$ cat config.mk
export PLATFORM = sky130hd
export DESIGN_NAME = gru_iter
export DESIGN_NICKNAME = d
export VERILOG_FILES = /design/src/hdl/gru_pkg.sv /design/src/hdl/gru_iter.sv
export SDC_FILE = /design/constraint.sdc
export NUM_CORES = 1
export LEC_CHECK = 0
export ABC_CLOCK_PERIOD_IN_PS = 10800
export BUFFER_PORTS_ARGS = -buffer_cell sky130_fd_sc_hd__buf_2
export CAP_MARGIN = 10
export CORE_ASPECT_RATIO = 0.5
export CORE_UTILIZATION = 50
export DETAILED_ROUTE_END_ITERATION = 16
export GPL_TIMING_DRIVEN = 1
export PLACE_DENSITY = 0.72
export SKIP_LAST_GASP = 1
export SLEW_MARGIN = 15
export SYNTH_ARGS = -nofsm -noshare
export SYNTH_HDL_FRONTEND = slang
export SYNTH_SLANG_ARGS = --single-unit
$ cat constraint.sdc
create_clock -name clk -period 10.8 [get_ports clk]
set_clock_uncertainty 0.1 [all_clocks]
set_input_delay 2.16 -clock clk [delete_from_list [all_inputs] [get_ports clk]]
set_output_delay 2.16 -clock clk [all_outputs]
set_load 0.01 [all_outputs]
$ cat src/hdl/gru_pkg.sv
// Package for the Givens rotation unit: widths, sequencer states, helpers.
// No dependencies.
`default_nettype none
package gru_pkg;
  localparam int DataW = 32;

  typedef enum logic [8:0] {
    ST_IDLE  = 9'b000000001,
    ST_DIV   = 9'b000000010,
    ST_SQRT  = 9'b000000100,
    ST_RECIP = 9'b000001000,
    ST_PMUL  = 9'b000010000,
    ST_MUL0  = 9'b000100000,
    ST_MUL1  = 9'b001000000,
    ST_SUM   = 9'b010000000,
    ST_OUT   = 9'b100000000
  } state_t;

  typedef struct packed {
    logic start;
    logic sqrt_mode;
  } iter_ctl_t;
endpackage
`default_nettype wire

$ cat src/hdl/gru_iter.sv
// Shared iterative unit: restoring divider (one quotient bit a cycle) or
// digit-by-digit integer square root (one result bit a cycle).
// Depends on gru_pkg.
`default_nettype none
module gru_iter import gru_pkg::*; (
  input  wire logic        clk,
  input  wire logic        rst,
  input  wire iter_ctl_t   ctl,
  input  wire logic [63:0] num,
  input  wire logic [63:0] den,
  output logic [63:0]      res,
  output logic             done
);
  logic [63:0] rem, q, dv;
  logic [6:0]  cnt;
  logic        busy, sq;
  logic [64:0] trial;
  logic [63:0] root_bit, sq_trial;
  logic [64:0] shifted;

  // divider: remainder shift in one numerator bit
  assign shifted  = {rem, q[63]};
  assign trial    = shifted - {1'b0, dv};
  assign root_bit = 64'd1 << {cnt[5:0], 1'b0};
  assign sq_trial = res + root_bit;

  always_ff @(posedge clk) begin
    if (rst) begin
      busy <= 1'b0;
      done <= 1'b0;
      cnt  <= '0;
    end else begin
      done <= 1'b0;
      if (ctl.start) begin
        busy <= 1'b1;
        sq   <= ctl.sqrt_mode;
        rem  <= ctl.sqrt_mode ? num : 64'd0;
        q    <= ctl.sqrt_mode ? 64'd0 : num;
        dv   <= den;
        res  <= '0;
        cnt  <= ctl.sqrt_mode ? 7'd31 : 7'd63;
      end else if (busy) begin
        if (sq) begin
          if (rem >= sq_trial) begin
            rem <= rem - sq_trial;
            res <= (res >> 1) + root_bit;
          end else begin
            res <= res >> 1;
          end
        end else begin
          q <= {q[62:0], 1'b0};
          if (!trial[64]) begin
            rem <= trial[63:0];
            res <= {res[62:0], 1'b1};
          end else begin
            rem <= shifted[63:0];
            res <= {res[62:0], 1'b0};
          end
        end
        if (cnt == 7'd0) begin
          busy <= 1'b0;
          done <= 1'b1;
        end else begin
          cnt <= cnt - 7'd1;
        end
      end
    end
  end

`ifndef NO_ASSERTIONS
  a_start_idle: assert property (@(posedge clk) disable iff (rst) ctl.start |-> !busy)
    else $error("iterative unit restarted while busy");
  a_done_end: assert property (@(posedge clk) disable iff (rst) done |-> !busy)
    else $error("done while busy");
  a_done_once: assert property (@(posedge clk) disable iff (rst) done |=> !done)
    else $error("done held two cycles");
`endif
endmodule
`default_nettype wire

==> metrics list, run 1 <==
- Deepest clock path buffer count: 3
- Leaving out filler cells and counting taps, the final layout contains 3774.
- Number of flip-flops and latches in the synthesized netlist: 266
- The first global-routing pass estimated 131600 um of wire.
* Post-CTS Resized: 0
- After detailed routing, the number of vias per cell comes to 6.335.
- The HPWL after detailed placement is 66640 um.
- The smallest clock period supported by the final layout is computed as roughly 8000 ps.
* Clock H-tree levels: 1
- Initial Utilization: 0.5093
- Entering global routing, the biggest net connects between 100 and 150 pins.
* DR WL/cell: between 20 and 25 um
* Static Leak: 11.07 nW
- Setup repair after global routing left no endpoint under its margin.
- Of all nets on the critical path, the largest fanout is 38.
* Type of origin of the critical path: flop
- IR analysis of the VDD net gives a maximum drop of approximately 0.00010 V.
- The slowest stage of the critical path is the sky130_fd_sc_hd__a31oi_1 cell.
- In this run the power density over the cells is 149.5 nW/um2.
* Std-Cell Rows: 57
- STA puts the critical path data arrival time at 8310 ps.
- Library cell used as clock root buffer: sky130_fd_sc_hd__clkbuf_16
- On the worst path, the slowest cell contributes a delay of 490 ps.
* Final Net Count: approximately 3400
* Number of antenna violations at the first check in global routing: 6
- Actual transition at the worst max-transition pin: 1275 ps
- Setup violations remaining at the end of the flow were counted as 0.
- Share of cells above drive strength 1: 0.1048
* Peak Freq: around 130 MHz
- I/O pin count: 197
- Once detail routing completed, the nets flagged for antenna violations numbered 0.
* Clk sink count: 266
- Total area of sequential cells: 7898 um2
- Final Power: around 0.0041 W
- In the final timing run, aggregate negative setup slack is 0 ps.
* Port Buffers: 196
- In this run the tightest slew margin relative to its limit is 0.1434.
- Post-synthesis sequential area ratio: 0.3183
- Routability Congestion: 1.021
* GRT Resource Usage Total: 0.3363
* Most used DFF post-synth: sky130_fd_sc_hd__edfxtp_1
- The multi-input combinational cells in the finished layout cover a total of 15660 um2.
- Together, buffers and inverters on the worst path number 3.
- First drt pass iteration count: 5
- Yosys mapped a number of flops with a built-in enable equal to 257.
- Counting every instance in the synthesized netlist gives 3010.
- Syn_nets: 3341
- After clock tree synthesis, the clock-pin slew on the worst setup and hold paths is around 70 ps.
* Detailed Route Iter0 Violations: approximately 2800
* Height of the die: 159.5 um
- Mean instance size in the synthesized netlist: 8.242 um2
- The critical path is of the flop to flop type.
- Counting distinct cell types in the post-synthesis netlist gives 94.
- Final worst-path cycle share: 0.7391
- Post-CTS Repair Setup Buffers: 0
- The number of hold-slack violations in the final timing report came to 0.
- Vias in the first global route: 21892
* Cell area after technology mapping: 24810 um2
- Most Frequent Cell on Critical Path: sky130_fd_sc_hd__a31oi_1
- After detailed routing, the total wire length is 86950 um.
- Max-capacitance violation count: 0
- Dominant delay contributor by cell family on the critical path: compound AO/OA/AOI/OAI gates
- Result of the run: complete, no violations
- TritonCTS built the clock tree.
- Fill cells in the final layout number roughly 4500.
- Number of buffers created by CTS: 28
- Total global routing overflow: 0
* Die W: 317.0 um
- For the worst-skew pair, the clock arrives at the later sink with an insertion delay of 610 ps.
* Critical Path End Type: flop
- Die Area: 50570 um2
- Class of the worst hold path: flop to flop
* # DRC: 0
* Worst endpoint required time: 11120 ps
- Compared with the post-synthesis result, the final layout area differs by 9.961%.
- The total area inside the core boundary comes to 48710 um2.
- Via count: 23908
* Ys Warns: 0
- In this run, post-CTS hold repair placed 0 buffers.
- After detailed placement, the design holds a cell count of 3716.
- Ys async rst share: 0
- Pins over their slew limit: 0
worst register-to-register path: cells and delay by family, from the launching register on:
family / cells / cell delay [ps]
AO/OA/AOI/OAI: 16 / 4210
adder cells (fa/ha/maj): 3 / 850
AND/OR/NAND/NOR: 5 / 1230
flip-flops: 1 / 350
XOR/XNOR: 1 / 250
buffers and inverters: 3 / 820
path summary, 6_finish.rpt:
kind	startpoint	to	slack, ps	cells past startpoint
worst max-delay path	cnt[1]	res[61]	2820	28
worst min-delay path	cnt[6]	cnt[6]	450	2
worst max register to register	cnt[1]	res[61]	2820	28
worst min register to register	cnt[6]	cnt[6]	450	2
Yosys cell counts, types with 5 or more instances:
cell,n,area (um2)
sky130_fd_sc_hd__a211o_1,6,52.55
sky130_fd_sc_hd__a211oi_1,27,202.7
sky130_fd_sc_hd__a21boi_0,11,82.58
sky130_fd_sc_hd__a21o_1,65,488.0
sky130_fd_sc_hd__a21oi_1,200,1001
sky130_fd_sc_hd__a221o_1,12,120.1
sky130_fd_sc_hd__a221oi_1,9,78.83
sky130_fd_sc_hd__a22oi_1,33,247.7
sky130_fd_sc_hd__a311oi_1,12,105.1
sky130_fd_sc_hd__a31o_2,15,131.4
sky130_fd_sc_hd__a31oi_1,76,475.5
sky130_fd_sc_hd__a41oi_1,9,78.83
sky130_fd_sc_hd__and2_1,19,118.9
sky130_fd_sc_hd__and3_1,29,181.4
sky130_fd_sc_hd__buf_2,11,55.05
sky130_fd_sc_hd__clkbuf_1,144,540.5
sky130_fd_sc_hd__dfxtp_1,9,180.2
sky130_fd_sc_hd__edfxtp_1,257,7717
sky130_fd_sc_hd__ha_1,197,2465
sky130_fd_sc_hd__inv_1,186,698.2
sky130_fd_sc_hd__mux2_2,7,78.83
sky130_fd_sc_hd__mux2i_1,41,410.4
sky130_fd_sc_hd__nand2_1,373,1400
sky130_fd_sc_hd__nand2b_1,25,156.4
sky130_fd_sc_hd__nand3_1,54,270.3
sky130_fd_sc_hd__nand4_1,64,400.4
sky130_fd_sc_hd__nor2_1,248,930.9
sky130_fd_sc_hd__nor2b_1,24,150.1
sky130_fd_sc_hd__nor3_1,55,275.3
sky130_fd_sc_hd__nor4_1,11,68.82
sky130_fd_sc_hd__o2111ai_1,6,52.55
sky130_fd_sc_hd__o211ai_1,18,135.1
sky130_fd_sc_hd__o21a_1,25,187.7
sky130_fd_sc_hd__o21ai_0,302,1511
sky130_fd_sc_hd__o21ai_1,6,30.03
sky130_fd_sc_hd__o21bai_1,36,270.3
sky130_fd_sc_hd__o221ai_1,13,113.9
sky130_fd_sc_hd__o22ai_1,10,62.56
sky130_fd_sc_hd__o31a_1,5,43.79
sky130_fd_sc_hd__o31ai_1,14,105.1
sky130_fd_sc_hd__or2_2,6,37.54
sky130_fd_sc_hd__or3_1,15,93.84
sky130_fd_sc_hd__or4_1,6,45.04
sky130_fd_sc_hd__xnor2_1,131,1147
sky130_fd_sc_hd__xor2_1,103,902.1
stage by stage:
stage	worst slack [ps]	hold WS [ps]	util	area, um2
after floorplan	1516	395.7	-	24810
after global placement	2875	431.4	0.5380	26200
after detailed placement	2576	431.4	0.5380	26200
after CTS	2557	446.3	0.5596	27260
after global routing	2434	470.5	0.5600	27280
final	2818	447.5	0.5600	27280
logic make-up (layout without fill, tap and decap cells):
kind of cell             Yosys count  count (layout)  synth area share
AO/OA/AOI/OAI                    972             972            0.2522
AND/OR/NAND/NOR                  948             948            0.1734
buffers and inverters            343             453           0.05275
flip-flops                       266             266            0.3183
XOR/XNOR                         234             234           0.08261
adder cells (fa/ha/maj)          199             199            0.1010
multiplexers                      48              48           0.01972
other                              0               5                 0
report_power, final:
part	internal [W]	switching, W
Combinational	0.000570	0.000991
Clock	0.000682	0.000469
Sequential	0.00125	0.000116
Total	0.00250	0.00158
cell type report:
| type | instances | share of cell area |
|---|---|---|
| clock inverters | 20 | 0.01156 |
| inverters | 186 | 0.02564 |
| repair buffers | 215 | 0.04188 |
| diodes | 5 | 0.0004587 |
| clock buffers | 32 | 0.02701 |
| multi-input cells | 2401 | 0.5742 |
| well taps | 649 | 0.02977 |
| flip-flops and latches | 266 | 0.2895 |
registers in the layout, indices dropped and copies added (netlist names):
name and cells:
busy 1, dv 64, res 64, cnt 7, done 1, q 64
rem 64, sq 1
placed cells by master (no fill, tap or decap), drive strengths merged, types with 54 or more instances in the layout:
cell type	count
xnor2	131
ha	197
edfxtp	257
nor2	249
nand4	64
a31oi	77
buf	215
inv	186
nor3	56
nand2	373
a21oi	203
a21o	65
nand3	54
xor2	103
o21ai	310
per-layer routing:
layer | GRT usage | routed length [um] | vias up
met5 | 0 | 13 | -
met4 | 0.06469 | 1900 | 2
met3 | 0.1157 | 11710 | 127
met2 | 0.4592 | 34090 | 1228
met1 | 0.5060 | 39230 | 11302
li1 | - | - | 11249
Power figures use the tool's default switching activity.
==> run 2: changes to the inputs <==
- ABC_CLOCK_PERIOD_IN_PS: 10800 -> 6950
- PLACE_DENSITY: 0.72 -> 0.75
- clock period: 10.8 -> 6.95 ns (I/O delays scaled with it)
==> run 2 against run 1 <==
Net effect: combinational power increased by 59%; final cell count increased by 0.50%; critical path depth decreased by 1; clock power increased by 42%; via count increased by 1.7%; non-clock buffer count increased by 25; largest power group unchanged; clock-buffer cell count increased by 1; critical path type unchanged.
==> metrics list, run 2 (synthesis gave the netlist of run 1 again) <==
* Cell with the largest stage delay on the worst path: sky130_fd_sc_hd__or4_1
- Setup violations remaining at the end of the flow were counted as 0.
- STA classifies the critical path endpoint as a flop.
- Highest cell delay on the worst timing path: a little under 600 ps
- In this run the worst path has a maximum fanout of 38.
- Final Net Count: roughly 3500
* Setup WS post-layout: 164.4 ps
- Detailed placement ended at an HPWL of between 60000 and 70000 um.
- Wires add up to ~86000 um.
- Routability Congestion: 1.038
- The worst setup path is launched from a flop.
* Die Area: 50570 um2
* Clock H-tree levels: 1
* ANT cells: 0
* Library cell used as clock root buffer: sky130_fd_sc_hd__clkbuf_16
* Origin of the critical flop-to-flop path: cnt[1]
- During I/O placement, the number of pins put on the boundary was 197.
- At the pin with the least slew margin, the transition time is between 1000 and 1500 ps.
- Pins over their slew limit: 0
* Relative max-transition margin: 0.2860
* Pre-CTS WS: 110.1 ps
- In this run the remaining antenna-violating nets after routing total 0.
- After detailed routing, the met2 layer carries 35110 um of wire.
* Height of the die: 159.5 um
- The flow ran to the end, and the final reports show no timing, DRC or antenna violations.
* Wire length of the first global-routing pass: 131000 um
- Clock edge transition at the registers on the reported setup and hold paths: 70 ps
- Final worst-path cycle share: 0.9763
- The smallest clock period supported by the final layout is computed as between 6000 and 7000 ps.
- Via count: between 20000 and 25000
* Sum Neg Setup Slack: 0 ps
- Hold Startpoint: busy
* Static Leak: 11.18 nW
- Measured along the x axis, the die boundary spans 317.0 um.
* Met1 Routed Length: 39100 um
* Std-Cell Rows: 57
- At the later pin of the worst-skew pair, clock insertion delay measures 590 ps.
- TritonCTS created 29 clock buffers.
* Detailed Route Iter0 Violations: 2925
- Uppermost layer routed: met5
* Vias in the first global route: 22282
- Hold is met by ~440 ps.
- Placeable core region: 48710 um2
- Final number of hold-violating endpoints: 0
- The filler cells instantiated in the layout total between 4000 and 5000.
* # DRC: 0
- Share of cells above drive strength 1: 0.1202
- RSZ-0062 raised after global routing: yes
* Initial Utilization: 0.5093
- Worst supply voltage drop on vdd: slightly below 0.0002 V
* Category of the critical setup timing path: flop to flop
- Worst endpoint required time: 7130 ps
- The pre-antenna-repair detailed-routing pass consisted of 6 iterations.
- Static timing analysis puts the maximum clock frequency at 147.4 MHz.
- Clock tree from TritonCTS: done
- Number of antenna violations at the first check in global routing: 1
- Tracing the worst setup path back leads to its startpoint at cnt[1].
- Pin count of the biggest net entering global routing: 66
* Power density of the placed cells: 225.5 nW/um2
- Across the run, the number of max-cap violations was 0.
- Detail Route met3 WL: 10410 um
* Total global routing overflow: 0
- During placement, the flow inserted port buffers numbering 196.
- Via density per instance: 6.409
* Leading cell types in the layout, fill and taps excluded: 373 x sky130_fd_sc_hd__nand2_1, 301 x sky130_fd_sc_hd__o21ai_0, 257 x sky130_fd_sc_hd__edfxtp_1
- GRT Resource Usage Total: 0.3315
- Class of the worst hold path: flop to flop
- Area growth from synthesis to layout: 11.26%
- Most common cell after layout, fill and taps aside: sky130_fd_sc_hd__nand2_1
- Clk sink count: about 270
* DR WL/cell: 22.73 um
* Crit path DAT: approximately 7000 ps
* Deepest clock path buffer count: 3
## run 2: cell types whose count changed in the layout (fill, tap and decap cells not counted), moves of 5 or more
cell	before	now
sky130_fd_sc_hd__ha_2	0	5
sky130_fd_sc_hd__buf_4	18	40
sky130_fd_sc_hd__a31oi_1	76	71
sky130_fd_sc_hd__ha_1	197	191
sky130_fd_sc_hd__diode_2	5	0
## run 2: area by class of cell
cell class              count  area, um2  share of cell area
well taps                 649      812.0             0.02942
multi-input cells        2401      15880              0.5755
inverters                 186      699.4             0.02534
clock inverters            18      200.2            0.007253
repair buffers            240       1368             0.04955
clock buffers              33      740.7             0.02684
flip-flops and latches    266       7898              0.2861
## run 2: per-layer routing
metal	GRT usage	up-vias
li1	-	11311
met1	0.5115	11545
met2	0.4727	1315
met3	0.07254	136
met4	0.05529	2
met5	0	-
## run 2: worst paths after layout
path	endpoint	slack, ps	cells past startpoint
max	res[61]	160	27
min reg2reg	done	440	1
max reg2reg	res[61]	160	27
min	done	440	1
## run 2: power breakdown
group / internal (W) / leakage (nW) / switching [W]
Combinational: 0.000928 / 8.19 / 0.00155
Clock: 0.000911 / 0.454 / 0.000721
Sequential: 0.00194 / 2.54 / 0.000176
## run 2: critical path: cells and delay by family, from the launching register on
kind | cells | cell delay [ps]
adders and majority gates | 3 | 790
and+or+nand+nor | 7 | 2120
xor gates and xnor gates | 1 | 380
DFF | 1 | 350
AOI/OAI and AO/OA | 14 | 2390
buffers and inverters | 2 | 310
## run 2: metrics by stage
step | cell area [um2] | total power [W] | utilization | std cells
global placement | 26430 | 0.004488 | 0.5426 | 3739
finish | 27600 | 0.006224 | 0.5666 | 3793
floorplan | 24840 | 0.003774 | - | 3010
CTS | 27370 | 0.006129 | 0.5619 | 3790
detailed placement | 26430 | 0.004507 | 0.5426 | 3739
global route | 27600 | 0.006492 | 0.5666 | 3793
## run 2: what timing repair did
item	in CTS	in global routing
endpoints found under the setup margin	0	142
setup buffers	0	3
hold buffers	0	0
resized for setup	0	34
